<file path="src/rtl/core/tfms_pkg.sv">
package tfms_pkg;

    localparam int MAX_MODES_DEF  = 64;
    localparam int ANGLE_BITS_DEF = 16;
    localparam int CORDIC_STEPS   = 24;
    localparam int MODES_W        = 7;

    localparam logic [1:0] KIND_WAVE  = 2'd0;
    localparam logic [1:0] KIND_POL1  = 2'd1;
    localparam logic [1:0] KIND_POL2  = 2'd2;
    localparam logic [1:0] KIND_QUERY = 2'd3;

    localparam logic signed [33:0] CORDIC_ONE = 34'sd652032874;

    typedef struct packed {
        logic clear;
        logic load_pos;
        logic rd_en;
        logic mode_start;
        logic cordic_init;
        logic cordic_step;
        logic term_calc;
        logic acc_add;
        logic sat_out;
    } tfms_cmd_t;

    typedef struct packed {
        logic last_step;
    } tfms_status_t;

    function automatic logic signed [33:0] atan_turns(input logic [4:0] i);
        logic signed [33:0] r;
        begin
            unique case (i)
                5'd0: r = 34'sd536870912;
                5'd1: r = 34'sd316933406;
                5'd2: r = 34'sd167458907;
                5'd3: r = 34'sd85004756;
                5'd4: r = 34'sd42667331;
                5'd5: r = 34'sd21354465;
                5'd6: r = 34'sd10679838;
                5'd7: r = 34'sd5340245;
                5'd8: r = 34'sd2670163;
                5'd9: r = 34'sd1335087;
                5'd10: r = 34'sd667544;
                5'd11: r = 34'sd333772;
                5'd12: r = 34'sd166886;
                5'd13: r = 34'sd83443;
                5'd14: r = 34'sd41722;
                5'd15: r = 34'sd20861;
                5'd16: r = 34'sd10430;
                5'd17: r = 34'sd5215;
                5'd18: r = 34'sd2608;
                5'd19: r = 34'sd1304;
                5'd20: r = 34'sd652;
                5'd21: r = 34'sd326;
                5'd22: r = 34'sd163;
                5'd23: r = 34'sd81;
                default: r = 34'sd0;
            endcase
            return r;
        end
    endfunction

endpackage

</file>
<file path="src/rtl/core/tfms_ctrl.sv">
module tfms_ctrl #(
    parameter int MAX_MODES = tfms_pkg::MAX_MODES_DEF,
    parameter int IDX_W     = $clog2(MAX_MODES)
) (
    input  logic                          clk,
    input  logic                          rst_n,
    input  logic                          query,
    output logic                          busy,
    input  logic [tfms_pkg::MODES_W-1:0]  modes_in_use,
    input  tfms_pkg::tfms_status_t        status,
    output tfms_pkg::tfms_cmd_t           cmd,
    output logic [IDX_W-1:0]              rd_idx,
    output logic                          done
);
    import tfms_pkg::*;

    typedef enum logic [2:0] {
        S_IDLE, S_READ, S_DOT, S_INIT, S_ROT, S_TERM, S_ACC, S_SAT
    } state_t;

    state_t state_reg;
    logic [10:0] mode_reg, n_reg;
    logic [10:0] n_lim;

    assign n_lim = (11'(modes_in_use) > 11'(MAX_MODES)) ? 11'(MAX_MODES) : 11'(modes_in_use);
    assign rd_idx = mode_reg[IDX_W-1:0];
    assign busy = (state_reg != S_IDLE);

    always_comb
    begin
        cmd = '0;
        cmd.clear       = (state_reg == S_IDLE) && query;
        cmd.load_pos    = (state_reg == S_IDLE) && query;
        cmd.rd_en       = (state_reg == S_READ);
        cmd.mode_start  = (state_reg == S_DOT);
        cmd.cordic_init = (state_reg == S_INIT);
        cmd.cordic_step = (state_reg == S_ROT);
        cmd.term_calc   = (state_reg == S_TERM);
        cmd.acc_add     = (state_reg == S_ACC);
        cmd.sat_out     = (state_reg == S_SAT);
    end

    always_ff @(posedge clk or negedge rst_n)
    begin
        if (!rst_n)
        begin
            state_reg <= S_IDLE;
            mode_reg  <= '0;
            n_reg     <= '0;
            done      <= 1'b0;
        end
        else
        begin
            done <= 1'b0;
            unique case (state_reg)
                S_IDLE:
                    if (query)
                    begin
                        mode_reg  <= '0;
                        n_reg     <= n_lim;
                        state_reg <= (n_lim == 11'd0) ? S_SAT : S_READ;
                    end
                S_READ: state_reg <= S_DOT;
                S_DOT:  state_reg <= S_INIT;
                S_INIT: state_reg <= S_ROT;
                S_ROT:  if (status.last_step) state_reg <= S_TERM;
                S_TERM: state_reg <= S_ACC;
                S_ACC:
                begin
                    mode_reg  <= mode_reg + 11'd1;
                    state_reg <= (mode_reg + 11'd1 == n_reg) ? S_SAT : S_READ;
                end
                S_SAT:
                begin
                    done      <= 1'b1;
                    state_reg <= S_IDLE;
                end
                default: state_reg <= S_IDLE;
            endcase
        end
    end

endmodule

</file>
<file path="config.mk">
export PLATFORM = sky130hd
export DESIGN_NAME = tfms_ctrl
export DESIGN_NICKNAME = d
export VERILOG_FILES = /design/src/rtl/core/tfms_pkg.sv /design/src/rtl/core/tfms_ctrl.sv
export SDC_FILE = /design/constraint.sdc
export NUM_CORES = 1
export LEC_CHECK = 0
export ABC_AREA = 0
export ABC_CLOCK_PERIOD_IN_PS = 1700
export BUFFER_PORTS_ARGS = -buffer_cell sky130_fd_sc_hd__buf_2
export CAP_MARGIN = 20
export CORE_ASPECT_RATIO = 1.1
export CORE_MARGIN = 2
export CORE_UTILIZATION = 30
export DETAILED_ROUTE_END_ITERATION = 8
export SLEW_MARGIN = 40
export SYNTH_ARGS = -nofsm -noshare
export SYNTH_HDL_FRONTEND = slang
export SYNTH_SLANG_ARGS = --single-unit
</file>
<file path="constraint.sdc">
create_clock -name clk -period 1.7 [get_ports clk]
set_clock_uncertainty 0.2 [all_clocks]
set_input_delay 0.255 -clock clk [delete_from_list [all_inputs] [get_ports clk]]
set_output_delay 0.255 -clock clk [all_outputs]
set_load 0.02 [all_outputs]
</file>
==> flow_summary.toml, run 1 <==
[placed_design]
io_buffer_count = 27
hpwl_mm = 2.40
gp_congestion = 0.776

[sta]
setup-tns-final_ns = -0.193
worst_slew_margin_rel = 0.669
post-route-min-period_ns = 1.77
maxSlewViolCount = 0
final_hold_viol_count = 0
worst_pin_slew_ns = 0.497
clock.fmax_mhz = 564
timing.final.setup_violations = 4
worst_slack_ns = -0.0734
layout_worst_path_cycle_share = 1.04
grt_setup_unrepaired = "true"
timing.hold.ws_ns = 0.0433

[power_and_ir_drop]
power.ir.vdd_worst_v = 0.000993
power.sequential.fraction = 0.270
p_int_w = 0.00178
power.net_switching_w = 0.00119
power_leakage_nw = 1.01
switching_share = 0.401
power.density_mw_per_mm2 = 1430
clock_power_share = 0.130
share_comb_of_total_power = 0.599
total_power_w = 0.00297

[synth]
syn-num-nets = 173
synth_xor_xnor_area_share = 0.0939
multiplexer_fraction_of_the_synthesized_cell_area = 0.00805
synth_top_flop_cell = "sky130_fd_sc_hd__dfrtp_1"
simple_gate_area_share_of_the_yosys_netlist = 0.289
post_synth.cell_area_avg_sq_um = 8.69
synth_seq_area_share = 0.394
synth_fa_ha_area_frac = 0.00894
postSynthRegisterBits = 22
yosysWarnings = 0
post_synth_inst_count = 161
synthDistinctLibCells = 33
synth_top_family_by_area = "simple AND/OR/NAND/NOR gates"
synth-async-reset-ratio = 1.00
edff_count_synth = 0
synth-compound-area-share = 0.132
netlist_area_sq_mm = 0.00140

[clocking]
clock_tree.buffer_depth = 2
tritoncts.num_buffers = 3
clk_pin_slew_worst_paths_ns = 0.08
clk-insertion-delay-late_ns = 0.27
cts.root.buffer_cell = "sky130_fd_sc_hd__clkbuf_8"
ctsHtreeMaxLevel = 1
cts_tree = "done"
count_of_clock_tree_sinks = 22

[flow_run]
drv.max_cap_violation_count = 0

[grt]
first_global_vias = 1231
global_route_wire_length_before_repair_mm = 5.57
groute.usage.overall = 0.132
grt-ovfl-total = 0
antenna_found_initial = 0
grt_max_degree = 23

[die]
rows = 26
ioPinCount = 28
area_inside_the_core_boundary_sq_mm = 0.00455
die_height_microns = 75.6
start_util = 0.307
design.die.area_sq_mm = 0.00523
die-width_microns = 69.1

[critical_path]
critical_path_start_end_classification = "reg -> reg"
critical_path.cell_chain = "ha_4 > xor2_1 > nor3_1 > nand3_1 > nor3_2 > nand3_1 > a31oi_1"
end_kind = "register"
critical_path_top_delay_cell = "sky130_fd_sc_hd__dfrtp_1"
startpoint_type = "register"
worst_ep_required_time_ns = 1.69
arrival_time_of_data_at_the_critical_path_endpoint_ns = 1.77
critPathMostFrequentCell = "sky130_fd_sc_hd__nand3_1"
worst_path_largest_cell_delay_ns = 0.41
worst-path-max-fanout = 2
r2r_setup_slack_ns = -0.07

[route]
route.antenna.remaining_nets = 0
wl_per_cell_microns = 12.0
routed_wirelength_mm = 3.34
routed-via-count = 1299
drt_iter0_drc = 41
drt_first_pass_iters = 4
viasPerCell = 4.67
drc_errors = 0

[finish]
multiInputGateArea_sq_um = 831
layout.area.seq_sq_um = 554
layout-drive-gt1-share = 0.477
most_common_cell_after_layout_fill_and_taps_aside = "sky130_fd_sc_hd__buf_4"
num-nets-final = 235
nFillCells = 457
antenna-diode-count = 0
final_cell_mix = "40 x sky130_fd_sc_hd__buf_4, 19 x sky130_fd_sc_hd__nand2_1, 19 x sky130_fd_sc_hd__dfrtp_1"
layout-area-overhead-vs-synth_pct = 48.0
largest_reg_flops = 11

[min_path]
worst_hold_path_type = "in -> reg"

[run_status]
run_status = "complete, but fails checks"
violations = "setup timing"
[power by group through the flow]
stage / clock network (W) / registers [W] / logic, W
detailed placement: 0 / 0.000818 / 0.00135
global placement: 0 / 0.000815 / 0.00133
global route: 0.000413 / 0.000827 / 0.00196
CTS: 0.000401 / 0.000799 / 0.00148
floorplan: 0 / 0.000804 / 0.000878
finish: 0.000387 / 0.000803 / 0.00178
[metal layers]
layer	vias to the layer above	part of all wire	global-route usage	wire, microns
li1	673	-	-	-
met1	601	0.48	0.171	1600
met2	21	0.49	0.231	1620
met3	4	0.025	0.0172	82
met4	0	0.010	0.0458	34
met5	-	0	0	0
[cells in the mapped netlist (all sizes together), types with 3 or more instances]
cell type / n / area [sq um]
nand2: 22 / 82.6
clkbuf: 5 / 20.0
nor3: 9 / 65.1
nand3: 9 / 45.0
nand4: 3 / 33.8
a31oi: 4 / 25.0
xnor2: 10 / 87.6
inv: 5 / 18.8
nand2b: 6 / 37.5
xor2: 5 / 43.8
nor2: 13 / 66.3
buf: 9 / 65.1
dfrtp: 22 / 551
o21ai: 21 / 105
o31ai: 3 / 22.5
[worst paths after layout]
path	startpoint	endpoint	cells past startpoint
setup / recovery	mode_reg[1]	state_reg[1]	7
hold / removal	modes_in_use[0]	n_reg[0]	3
setup reg to reg	mode_reg[1]	state_reg[1]	7
hold reg to reg	n_reg[2]	n_reg[2]	2
max in group asynchronous	rst_n	mode_reg[0]	2
min in group asynchronous	rst_n	mode_reg[9]	2
[cell type report]
class,count,area share
inverter,5,0.0115
timing repair buffer,71,0.259
clock buffer,4,0.0266
multi-input combinational,120,0.401
sequential,22,0.268
tap,56,0.0338
[per-stage QoR]
stage / worst slack, ns / cell area, sq um / util / instances
floorplan: -0.0281 / 1430 / - / 161
global placement: -0.0821 / 1770 / 0.389 / 260
detailed placement: -0.125 / 1770 / 0.389 / 260
CTS: -0.0911 / 1900 / 0.417 / 268
global route: -0.256 / 2070 / 0.455 / 278
finish: -0.0734 / 2070 / 0.455 / 278
[critical path: cells and delay by family, from the launching register on]
kind	cells	cell delay, ns
simple gates	4	0.55
fa+ha+maj	1	0.25
xor+xnor	1	0.15
flops	1	0.41
compound gates	1	0.13
[cell families after synthesis]
kind of cell / after synthesis
DFF: 22
AOI/OAI and AO/OA: 32
and+or+nand+nor: 71
buffers and inverters: 19
muxes: 1
xor gates and xnor gates: 15
adders and majority gates: 1
[what timing repair did]
| action | CTS | global route |
|---|---|---|
| pin swaps | 5 | 6 |
| hold buffers | 1 | 0 |
| resized for setup | 14 | 33 |
| buffers inserted | 5 | 10 |
| endpoints found under the hold margin | 22 | 0 |
| endpoints found under the setup margin | 11 | 20 |
Power figures use the tool's default switching activity.
==> run 2, diff against run 1 <==
Settings changed: BUFFER_PORTS_ARGS -buffer_cell sky130_fd_sc_hd__buf_2 to unset, CORE_UTILIZATION 30 to 45, DONT_BUFFER_PORTS set to 1.
==> run 2 against run 1 <==
The flow still finishes with violations (setup timing). Global-route usage is 11 points higher. Worst setup slack worse by 0.080 ns. Worst hold slack improved by 0.031 ns. Register-to-register slack got worse by 0.08 ns. Non-clock buffer count down 10. Maximum frequency down 4.3%. Via count grew 5.0%. Flip-flop and latch count is the same. Sequential power is 4.1% higher. Design area fell by 0.36%. Critical endpoint unchanged.
==> flow_summary.toml, run 2 (synthesized netlist as in run 1, its figures left out) <==
[run_status]
run_status = "complete, but fails checks"
violations = "setup timing"

[placed_design]
io_buffer_count = 0
place_inst = 215
hpwl_mm = 2.47
placement.cell_area_sq_mm = 0.00165
detailedPlace.worstSlack_ns = -0.0954
gp_congestion = 0.818

[die]
die-width_microns = 57.2
design.die.area_sq_mm = 0.00357
rows = 21
ioPinCount = 28
area_inside_the_core_boundary_sq_mm = 0.00300
start_util = 0.467
die_height_microns = 62.5

[power_and_ir_drop]
power.density_mw_per_mm2 = 1390
power_leakage_nw = 0.972
share_comb_of_total_power = 0.617
power.net_switching_w = 0.00123
power.sequential.fraction = 0.291
clock_power_share = 0.092
switching_share = 0.429
power.ir.vdd_worst_v = 0.00101
p_int_w = 0.00164

[grt]
groute.usage.overall = 0.237
grt-ovfl-total = 0
antenna_found_initial = 0
grt_max_degree = 23
first_global_vias = 1451
global_route_wire_length_before_repair_mm = 6.58

[sta]
clock.fmax_mhz = 540
timing.final.setup_violations = 12
worst_slack_ns = -0.153
grt_setup_unrepaired = "true"
maxSlewViolCount = 0
timing.hold.ws_ns = 0.0740
worst_pin_slew_ns = 0.520
final_hold_viol_count = 0
post-route-min-period_ns = 1.85
worst_slew_margin_rel = 0.653
layout_worst_path_cycle_share = 1.09

[critical_path]
end_kind = "register"
rr_worst_depth = 7
critical_path.startpoint = "mode_reg[4]"
worst_path_largest_cell_delay_ns = 0.46
regToRegStartpoint = "mode_reg[4]"
critical_path_top_delay_cell = "sky130_fd_sc_hd__dfrtp_1"
critical_path.cell_chain = "buf_12 > xnor2_1 > xnor2_1 > nand3_1 > nor3_2 > nand3_1 > a31oi_1"
worst-path-max-fanout = 7
r2r_setup_slack_ns = -0.15
arrival_time_of_data_at_the_critical_path_endpoint_ns = 1.90
critical_path_cell_count = 7
critical_path_start_end_classification = "reg -> reg"
path_buf_inv = 1
critical_path.endpoint = "state_reg[1]"
startpoint_type = "register"
r2r-end = "state_reg[1]"
category_of_cells_accounting_for_the_largest_share_of_critical_path_delay = "flip-flops"
worst_ep_required_time_ns = 1.74

[finish]
final_area_sq_mm = 0.00206
layoutNonFillerInstCount = 246
nFillCells = 245
antenna-diode-count = 0
layout.area.seq_sq_um = 553
layout-drive-gt1-share = 0.392
multiInputGateArea_sq_um = 858
layout-area-overhead-vs-synth_pct = 47.5
final_cell_mix = "37 x sky130_fd_sc_hd__buf_4, 21 x sky130_fd_sc_hd__o21ai_0, 20 x sky130_fd_sc_hd__dfrtp_1"
largest_reg_flops = 11
num-nets-final = 225
most_common_cell_after_layout_fill_and_taps_aside = "sky130_fd_sc_hd__buf_4"

[clocking]
ctsHtreeMaxLevel = 1
clk-insertion-delay-late_ns = 0.31
cts.root.buffer_cell = "sky130_fd_sc_hd__clkbuf_4"
tritoncts.num_buffers = 3
clock_tree.buffer_depth = 2
count_of_clock_tree_sinks = 22
cts_tree = "done"
clk_pin_slew_worst_paths_ns = 0.13

[route]
routed-via-count = 1364
top_layer = "met4"
drc_errors = 0
wirelength_met1_mm = 1.63
viasPerCell = 5.54
met2_wirelength_mm = 2.14
drt_iter0_drc = 42
drt_first_pass_iters = 4
wl_per_cell_microns = 16.1
length_of_routed_met3_wiring_microns = 140
route.antenna.remaining_nets = 0
routed_wirelength_mm = 3.95

[flow_run]
drv.max_cap_violation_count = 0

[min_path]
worst_hold_path_type = "in -> reg"
run 2: power groups by stage:
stage	combinational (W)	sequential, W	clock [W]
6_report	0.00177	0.000836	0.000265
5_1_grt	0.00192	0.000860	0.000294
4_1_cts	0.00161	0.000821	0.000264
3_5_place_dp	0.00126	0.000826	0
3_3_place_gp	0.00121	0.000817	0
2_1_floorplan	0.000878	0.000804	0
run 2: cell type report:
type | count | share of cell area
sequential | 22 | 0.268
clock buffer | 4 | 0.0127
multi-input combinational | 120 | 0.416
inverter | 5 | 0.0139
timing repair buffer | 61 | 0.269
tap | 34 | 0.0206
run 2: stage by stage:
stage               power [W]  utilization  setup TNS (ns)
floorplan             0.00168            -         -0.0313
finish                0.00287        0.689          -0.761
global placement      0.00203        0.551         -0.0957
detailed placement    0.00209        0.551          -0.163
global route          0.00307        0.689           -2.06
CTS                   0.00270        0.659          -0.625
run 2: per-layer routing:
| layer | vias up | global-route usage |
|---|---|---|
| met3 | 4 | 0.0414 |
| met4 | 0 | 0.0756 |
| met2 | 34 | 0.424 |
| li1 | 654 | - |
| met1 | 672 | 0.282 |
| met5 | - | 0 |
run 2: repair_timing:
action	4_1_cts	5_1_grt
setup buffers	8	5
hold endpoints to repair	31	22
pin swaps	8	6
gates resized for setup	22	12
endpoints found under the setup margin	11	20
cloned	2	0
hold buffers	12	1
run 2: worst min-delay path by stage:
stage,start,endpoint,cells after the start
finish,modes_in_use[3],state_reg[1],5
global route,modes_in_use[3],state_reg[1],5
CTS,modes_in_use[3],state_reg[1],5
detailed placement,rst_n,mode_reg[4],0
global placement,rst_n,mode_reg[4],0
floorplan,rst_n,done,0
run 2: worst register-to-register path, delay by kind of cell, from the launching register on:
| family | cells | cell delay (ns) |
|---|---|---|
| AOI/OAI and AO/OA | 1 | 0.19 |
| and+or+nand+nor | 3 | 0.39 |
| buffers and inverters | 1 | 0.16 |
| xor gates and xnor gates | 2 | 0.38 |
| DFF | 1 | 0.46 |
==> run 3, diff against run 2 <==
Settings changed: ABC_AREA 0 to unset, ABC_CLOCK_PERIOD_IN_PS 1700 to 2200.
Clock period 1.7 ns to 2.2 ns, I/O delays scaled along.
==> run 3 against run 2 <==
The run now ends clean. Critical path depth fell by 2. Design area fell by 21%. Total power fell by 41%. Die area did not move. Flip-flop and latch count did not move. Sequential share of layout area rose by 7.1 points. Via count fell by 15%. Routed wire length fell by 25%. Global-route usage fell by 4.9 points. Register-to-register slack improved by 0.44 ns. Count of clock-buffer cells in the layout did not move. Cell count fell by 14%. Highest routed layer unchanged.
==> flow_summary.toml, run 3 (synthesized netlist as in run 1, its figures left out) <==
[clocking]
count_of_clock_tree_sinks = 22
clk-insertion-delay-late_ns = 0.31
clk_pin_slew_worst_paths_ns = 0.13
cts_tree = "done"
cts_setup_buffers = 0
clock_tree.buffer_depth = 2
tritoncts.num_buffers = 3
ctsHtreeMaxLevel = 1
cts.root.buffer_cell = "sky130_fd_sc_hd__clkbuf_4"

[critical_path]
arrival_time_of_data_at_the_critical_path_endpoint_ns = 1.51
end_kind = "output port"
critical_path_start_end_classification = "reg -> out"
worst_path_largest_cell_delay_ns = 0.43
r2r_setup_slack_ns = 0.29
critical_path.cell_chain = "buf_4 > nor3_4 > nand2_1 > inv_1 > buf_4"
worst_ep_required_time_ns = 1.67
critical_path_top_delay_cell = "sky130_fd_sc_hd__dfrtp_1"
startpoint_type = "register"
worst-path-max-fanout = 13
critPathMostFrequentCell = "sky130_fd_sc_hd__buf_4"

[finish]
antenna-diode-count = 0
most_common_cell_after_layout_fill_and_taps_aside = "sky130_fd_sc_hd__nand2_1"
utilization = 0.543
nFillCells = 301
layout-area-overhead-vs-synth_pct = 16.2
final_cell_mix = "22 x sky130_fd_sc_hd__nand2_1, 21 x sky130_fd_sc_hd__o21ai_0, 21 x sky130_fd_sc_hd__dfrtp_1"
layout-drive-gt1-share = 0.169
num-nets-final = 190
largest_reg_flops = 11

[route]
routed_wirelength_mm = 2.95
drc_errors = 0
drt_iter0_drc = 43
route.antenna.remaining_nets = 0
viasPerCell = 5.46
wl_per_cell_microns = 14.0
routed-via-count = 1153
drt_first_pass_iters = 4

[grt]
groute.usage.overall = 0.188
global_route_wire_length_before_repair_mm = 5.36
grt-ovfl-total = 0
antenna_found_initial = 0
first_global_vias = 1188
grt_max_degree = 23

[flow_run]
drv.max_cap_violation_count = 0

[die]
start_util = 0.467
rows = 21
ioPinCount = 28
die_height_microns = 62.5
design.die.area_sq_mm = 0.00357
area_inside_the_core_boundary_sq_mm = 0.00300
die-width_microns = 57.2

[sta]
worst_slew_margin_rel = 0.667
post-route-min-period_ns = 2.04
setup-tns-final_ns = 0
grt_setup_unrepaired = "false"
worst_pin_slew_ns = 0.499
clock.fmax_mhz = 490
maxSlewViolCount = 0
layout_worst_path_cycle_share = 0.928
final_hold_viol_count = 0
worst_slack_ns = 0.159
timing.final.setup_violations = 0

[power_and_ir_drop]
power_leakage_nw = 0.715
share_comb_of_total_power = 0.480
switching_share = 0.441
power.ir.vdd_worst_v = 0.000667
clock_power_share = 0.133
power.sequential.fraction = 0.388
p_int_w = 0.000950
power.net_switching_w = 0.000749
power.density_mw_per_mm2 = 1050

[run_status]
run_status = "complete, no violations"

[min_path]
worst_hold_path_type = "in -> reg"

[placed_design]
gp_congestion = 0.759
hpwl_mm = 2.10
detailedPlace.worstSlack_ns = 0.297
io_buffer_count = 0
-- run 3: cell types whose count changed in the layout (fill, tap and decap cells not counted), sizes merged --
cell	delta
bufbuf	-1
dlygate4sd3	+1
buf	-35
-- run 3: what timing repair did --
| item | in CTS | in global routing |
|---|---|---|
| setup endpoints to repair | 0 | 2 |
| endpoints found under the hold margin | 31 | 22 |
| hold buffers | 13 | 1 |
| gates resized for setup | 0 | 2 |
-- run 3: power groups by stage --
| stage | registers (W) | logic (W) | clock network, W |
|---|---|---|---|
| 6_report | 0.000659 | 0.000815 | 0.000225 |
| 5_1_grt | 0.000679 | 0.000914 | 0.000253 |
| 4_1_cts | 0.000652 | 0.000812 | 0.000239 |
| 3_5_place_dp | 0.000661 | 0.000781 | 0 |
| 3_3_place_gp | 0.000654 | 0.000768 | 0 |
| 2_1_floorplan | 0.000612 | 0.000654 | 0 |
-- run 3: per-stage QoR --
step	hold WS [ns]	power, W	cell area [sq um]	instances
after global routing	0.175	0.00185	1630	211
after global placement	-0.165	0.00142	1450	193
after detailed placement	-0.165	0.00144	1450	193
final	0.126	0.00170	1630	211
after floorplan	-0.166	0.00127	1400	161
after CTS	0.115	0.00170	1610	210
-- run 3: critical path: cells and delay by family (launching register included) --
kind          cells  cell delay (ns)
buf+inv           3             0.50
flops             1             0.43
simple gates      2             0.28
-- run 3: layout make-up --
class                      instances  area, sq um  area share
sequential                        22          552       0.339
inverter                           5         18.8      0.0115
tap                               34         42.5      0.0262
multi-input combinational        120          751       0.462
timing repair buffer              26          225       0.139
clock buffer                       4         36.3      0.0223
-- run 3: worst paths after layout --
kind | from | end | cells after the start
min in group asynchronous | rst_n | mode_reg[7] | 2
worst min-delay path | modes_in_use[6] | state_reg[1] | 5
worst max register to register | mode_reg[4] | state_reg[2] | 6
worst max-delay path | state_reg[2] | cmd[8] | 5
max in group asynchronous | rst_n | state_reg[1] | 2
worst min register to register | n_reg[0] | n_reg[0] | 2
-- run 3: per-layer routing --
layer / part of all wire / wire length [microns] / vias to the layer above / GRT usage
li1: - / - / 584 / -
met1: 0.47 / 1380 / 535 / 0.244
met2: 0.47 / 1390 / 32 / 0.309
met3: 0.051 / 149 / 2 / 0.0352
met4: 0.0092 / 27 / 0 / 0.0698
met5: 0 / 0 / - / 0
